===== src/rtl/core/interval_set_breakpoint_table_defines.svh =====
// assertion macros for the interval set breakpoint table
// used by the top level; no other dependencies
`ifndef INTERVAL_SET_BREAKPOINT_TABLE_DEFINES_SVH
`define INTERVAL_SET_BREAKPOINT_TABLE_DEFINES_SVH
`ifndef SYNTHESIS
`define ISBT_ASSERT_IMP(lbl, clk, rst, ante, cons) \
   lbl: assert property (@(posedge clk) disable iff (rst) (ante) |-> (cons)) \
      else $error("isbt check failed");
`define ISBT_ASSERT_NXT(lbl, clk, rst, ante, cons) \
   lbl: assert property (@(posedge clk) disable iff (rst) (ante) |=> (cons)) \
      else $error("isbt check failed");
`else
`define ISBT_ASSERT_IMP(lbl, clk, rst, ante, cons)
`define ISBT_ASSERT_NXT(lbl, clk, rst, ante, cons)
`endif
`endif


===== src/rtl/core/isbt_pkg.sv =====
// shared types for the interval set breakpoint table
// payload structs, op codes, controller states and command/status groups
package isbt_pkg;

   // member width, fixed by the payload structs below
   localparam int MEMBER_BITS = 32;

   typedef enum logic [1:0] {
      OP_FILL  = 2'd0,
      OP_EMPTY = 2'd1,
      OP_QUERY = 2'd2,
      OP_CLEAR = 2'd3
   } op_type;

   typedef struct packed {
      op_type      op;
      logic [31:0] range_begin;
      logic [31:0] range_end;
   } req_type;

   typedef struct packed {
      logic        begin_is_member;
      logic [32:0] members_in_range;
      logic        range_empty;
      logic        range_full;
      logic        set_empty;
      logic [31:0] lowest_member;
      logic [31:0] highest_member;
      logic        overflow;
   } rsp_type;

   typedef enum logic [3:0] {
      ST_IDLE,
      ST_DISPATCH,
      ST_UPD_RD,
      ST_UPD_EV,
      ST_UPD_TAIL,
      ST_QRY_RD,
      ST_QRY_EV,
      ST_RESP
   } state_type;

   typedef struct packed {
      logic load;
      logic upd_init;
      logic rd;
      logic upd_step;
      logic tail;
      logic commit;
      logic clear;
      logic qry_init;
      logic qry_step;
      logic qry_fin;
   } cmd_type;

   typedef struct packed {
      logic do_update;
      logic do_clear;
      logic at_end;
      logic upd_done;
      logic second;
   } status_type;

endpackage


===== src/rtl/core/isbt_ctrl.sv =====
// controller for the interval set breakpoint table
// sequences merge and query passes; uses isbt_pkg
module isbt_ctrl (
   input  logic                 clock,
   input  logic                 reset,
   input  logic                 req_valid,
   output logic                 req_stall,
   output logic                 rsp_valid,
   input  logic                 rsp_stall,
   input  isbt_pkg::status_type status,
   output isbt_pkg::cmd_type    cmd
);
   import isbt_pkg::*;

   state_type state_ff, state_in;

   always_ff @(posedge clock) begin
      if (reset) begin
         state_ff <= ST_IDLE;
      end else begin
         state_ff <= state_in;
      end
   end

   always_comb begin
      state_in  = state_ff;
      cmd       = '0;
      req_stall = 1'b1;
      rsp_valid = 1'b0;
      case (state_ff)
         ST_IDLE: begin
            req_stall = 1'b0;
            if (req_valid) begin
               cmd.load = 1'b1;
               state_in = ST_DISPATCH;
            end
         end
         ST_DISPATCH: begin
            if (status.do_update) begin
               cmd.upd_init = 1'b1;
               state_in     = ST_UPD_RD;
            end else begin
               cmd.clear    = status.do_clear;
               cmd.qry_init = 1'b1;
               state_in     = ST_QRY_RD;
            end
         end
         ST_UPD_RD: begin
            if (status.upd_done) begin
               cmd.commit   = 1'b1;
               cmd.qry_init = 1'b1;
               state_in     = ST_QRY_RD;
            end else begin
               // past the last entry the eval step still runs to close the range
               cmd.rd   = !status.at_end;
               state_in = ST_UPD_EV;
            end
         end
         ST_UPD_EV: begin
            cmd.upd_step = 1'b1;
            state_in     = status.second ? ST_UPD_TAIL : ST_UPD_RD;
         end
         ST_UPD_TAIL: begin
            cmd.tail = 1'b1;
            state_in = ST_UPD_RD;
         end
         ST_QRY_RD: begin
            if (status.at_end) begin
               cmd.qry_fin = 1'b1;
               state_in    = ST_RESP;
            end else begin
               cmd.rd   = 1'b1;
               state_in = ST_QRY_EV;
            end
         end
         ST_QRY_EV: begin
            cmd.qry_step = 1'b1;
            state_in     = ST_QRY_RD;
         end
         ST_RESP: begin
            rsp_valid = 1'b1;
            if (!rsp_stall) begin
               state_in = ST_IDLE;
            end
         end
         default: begin
            state_in = ST_IDLE;
         end
      endcase
   end

endmodule


===== config.mk =====
export PLATFORM = sky130hd
export DESIGN_NAME = isbt_ctrl
export DESIGN_NICKNAME = d
export VERILOG_FILES = /design/src/rtl/core/interval_set_breakpoint_table_defines.svh /design/src/rtl/core/isbt_pkg.sv /design/src/rtl/core/isbt_ctrl.sv
export SDC_FILE = /design/constraint.sdc
export NUM_CORES = 1
export LEC_CHECK = 0
export ABC_AREA = 1
export BUFFER_PORTS_ARGS = -buffer_cell sky130_fd_sc_hd__buf_2
export CORE_AREA = 2 2 39 41
export DETAILED_ROUTE_END_ITERATION = 12
export DIE_AREA = 0 0 41 43
export SETUP_SLACK_MARGIN = 0.15
export SYNTH_ARGS = -nofsm -noshare
export SYNTH_HDL_FRONTEND = slang
export SYNTH_SLANG_ARGS = --single-unit

===== constraint.sdc =====
create_clock -name clock -period 1.5 [get_ports clock]
set_clock_uncertainty 0.05 [all_clocks]
set_input_delay 0 -clock clock [delete_from_list [all_inputs] [get_ports clock]]
set_output_delay 0 -clock clock [all_outputs]
set_load 0.01 [all_outputs]

==> metrics.md <==
| Metric | Value |
|---|---|
| Final setup margin | `254 ps` |
| Height of the die | `43 um` |
| Run status | `completed` |
| Area added between synthesis and finish | `42.5%` |
| Post-placement worst setup slack | `310 ps` |
| Count of synthesis-stage warnings from yosys | `0` |
| Nets | `89` |
| Final Power | `537 uW` |
| RR Endpoint | `state_ff[2]` |
| Top post-synthesis cells by area | `dfxtp_1, inv_1, nand2_1, nand3_1, nand4_1` |
| TritonCTS clock tree | `built` |
| Max-slew violations | `0` |
| Max-slew headroom | `0.793` |
| Worst slew pin tran | `310 ps` |
| Distinct cell type count of the synthesized netlist | `14` |
| Hold depth | `3` |
| Hold violation total from the final report | `0` |
| Filler cell count | `163` |
| Final standard cell count with taps included and fillers excluded | `95` |
| Mapped Area | `318 um^2` |
| P per Cell Area | `1190 mW/mm^2` |
| Fin area | `453 um^2` |
| Fraction of power consumed by the clock network | `0.255` |
| Count of clock tree sinks | `3` |
| Switch share | `0.438` |
| Detailed router's first-iteration violation count | `7` |
| Cells after DPL | `90` |
| Maximum number of pins on one net before global-route repair | `10` |
| Path type of the worst setup path | `register to output pin` |
| Power share of the combinational group | `0.467` |
| Largest registers | `state_ff: 3 flops` |
| Switching power | `235 uW` |
| Origin of the critical flop-to-flop path | `state_ff[0]` |
| Drt wl/cell | `8.15 um` |
| Total Routed Length | `774 um` |
| Largest register FFs | `3` |
| Number of levels in the clock H-tree | `1` |
| Share of layout cells above drive strength 1 | `0.405` |
| RSZ-0062 raised after global routing | `no` |
| Placement row count | `14` |
| Die ar. | `0.00176 mm^2` |
| IO buf count | `20` |
| Via/cell ratio | `4.20` |
| Vias in the first global route | `345` |
| Setup Viol. Count Final | `0` |
| Max Buffers Root-to-Sink | `2` |
| Time the worst path needs with I/O delays and setup | `1250 ps` |
| Fin Hold WS | `102 ps` |
| Max Fanout on Critical Path | `8` |
| DP Area | `415 um^2` |
| Mean instance size in the synthesized netlist | `5.68 um^2` |
| Worst hold start | `rsp_stall` |
| Residual antenna-violating net count after detailed routing | `0` |
| Utilization after layout | `0.327` |
| Routability congestion estimate from global placement | `0.812` |
| Antenna fix cells | `0` |
| Count of boundary I/O pins | `21` |
| Max-cap violations | `0` |
| Critical path endpoint category | `output pin` |
| Leading cell type in the layout, fill and taps excluded | `buf_2` |
| Global-route wire length before repair | `1210 um` |
| Post-synthesis net count | `65` |
| Total DRC errors in the routed layout | `0` |
| Post-synth top area cell | `dfxtp_1` |
| Final worst-path cycle share | `0.831` |
| Total routing usage reported by global routing | `0.102` |
| Final-layout setup total negative slack | `0 ps` |
| Proportion of synthesized chip area in sequential cells | `0.189` |
| Clock network latency to the later pin of the worst-skew pair | `230 ps` |
| Leakage power summed over all cells | `0.318 nW` |
| Leading cell types in the layout, fill and taps excluded | `buf_2, inv_1, nand2_1, nor2_1, nand3_1` |
| Placed wire-length estimate after detailed placement | `665 um` |
| Sequential share of power | `0.278` |
| First drt pass iteration count | `2` |
| Internal power summed over all cells | `302 uW` |
| Clock root buffer master | `clkbuf_4` |
| Register-to-register path setup slack | `310 ps` |
| End point of the worst hold path | `state_ff[0]` |
| Register ranked first by flip-flop count | `state_ff` |
| Initial antenna violation count | `0` |
| Number of cells traversed by the worst register-to-register path | `7` |
| Startpoint kind of the worst setup timing path | `register` |
| Width of the chip | `41 um` |
| Arrival time of data at the critical path endpoint | `1200 ps` |
| Remaining Overflow, GRT | `0` |
| Data required time of the critical path | `1450 ps` |
| Worst-path clk slew | `30 ps` |
| Vias after detailed routing | `399` |
| Total clock buffers created by CTS | `3` |
| Initial Utilization | `0.230` |
| Cell count after synthesis | `56` |
| Number of synthesized register bits | `3` |
| Max rail drop VDD | `0.525 mV` |
| Maximum clock frequency | `0.803 GHz` |
| Share of Yosys cell area claimed by the top area cell type | `0.189` |
| Floorplan core area | `0.00138 mm^2` |
| Type of the worst min-delay path | `input pin to register` |
## cells in the mapped netlist (all sizes together)
library cell  instances
a21oi                 3
buf                   2
dfxtp                 3
inv                  16
nand2                12
nand3                 7
nand4                 4
nor2                  8
nor3                  1
## cells by family after synthesis
| group | synth area share |
|---|---|
| AO/OA/AOI/OAI | 0.0472 |
| buffers and inverters | 0.260 |
| flip-flops | 0.189 |
| AND/OR/NAND/NOR | 0.504 |
## worst max path at each step
stage | start | to | slack, ps
floorplan | state_ff[2] | state_ff[2] | 450
CTS | state_ff[2] | cmd[7] | 220
global placement | state_ff[2] | state_ff[2] | 300
detailed placement | state_ff[2] | state_ff[2] | 310
finish | state_ff[0] | cmd[2] | 250
global route | state_ff[0] | cmd[2] | 160
## metal layers
metal  track usage  wire, um  part of all wire
met1         0.109       334              0.43
met2         0.166       389              0.50
met3        0.0314        50             0.065
met4        0.0600         0                 0
met5             0         0                 0
## critical path: stages (launching register included)
cell     delay (ps)
dfxtp_1         490
inv_2           120
nand4_1         140
nand2_2          80
buf_2           140
## power groups by stage
stage | combinational, mW | sequential, mW | clock [mW]
floorplan | 0.221 | 0.117 | 0
global placement | 0.250 | 0.147 | 0
detailed placement | 0.249 | 0.149 | 0
CTS | 0.252 | 0.147 | 0.145
global route | 0.283 | 0.155 | 0.157
finish | 0.251 | 0.149 | 0.137
## timing repair
action,4_1_cts,5_1_grt
hold buffers,1,0
endpoints found under the setup margin,0,3
resized for setup,0,1
setup buffers,0,0
endpoints found under the hold margin,3,0
## area by class of cell
class                      instances  area [um^2]  share of cell area
inverter                          16         60.1               0.133
sequential                         3         61.3               0.135
multi-input combinational         35          175               0.387
timing repair buffer              21          110               0.243
clock buffer                       4         26.3              0.0580
tap                               16         20.0              0.0442
Note: power is estimated with default switching activity, not from simulation.
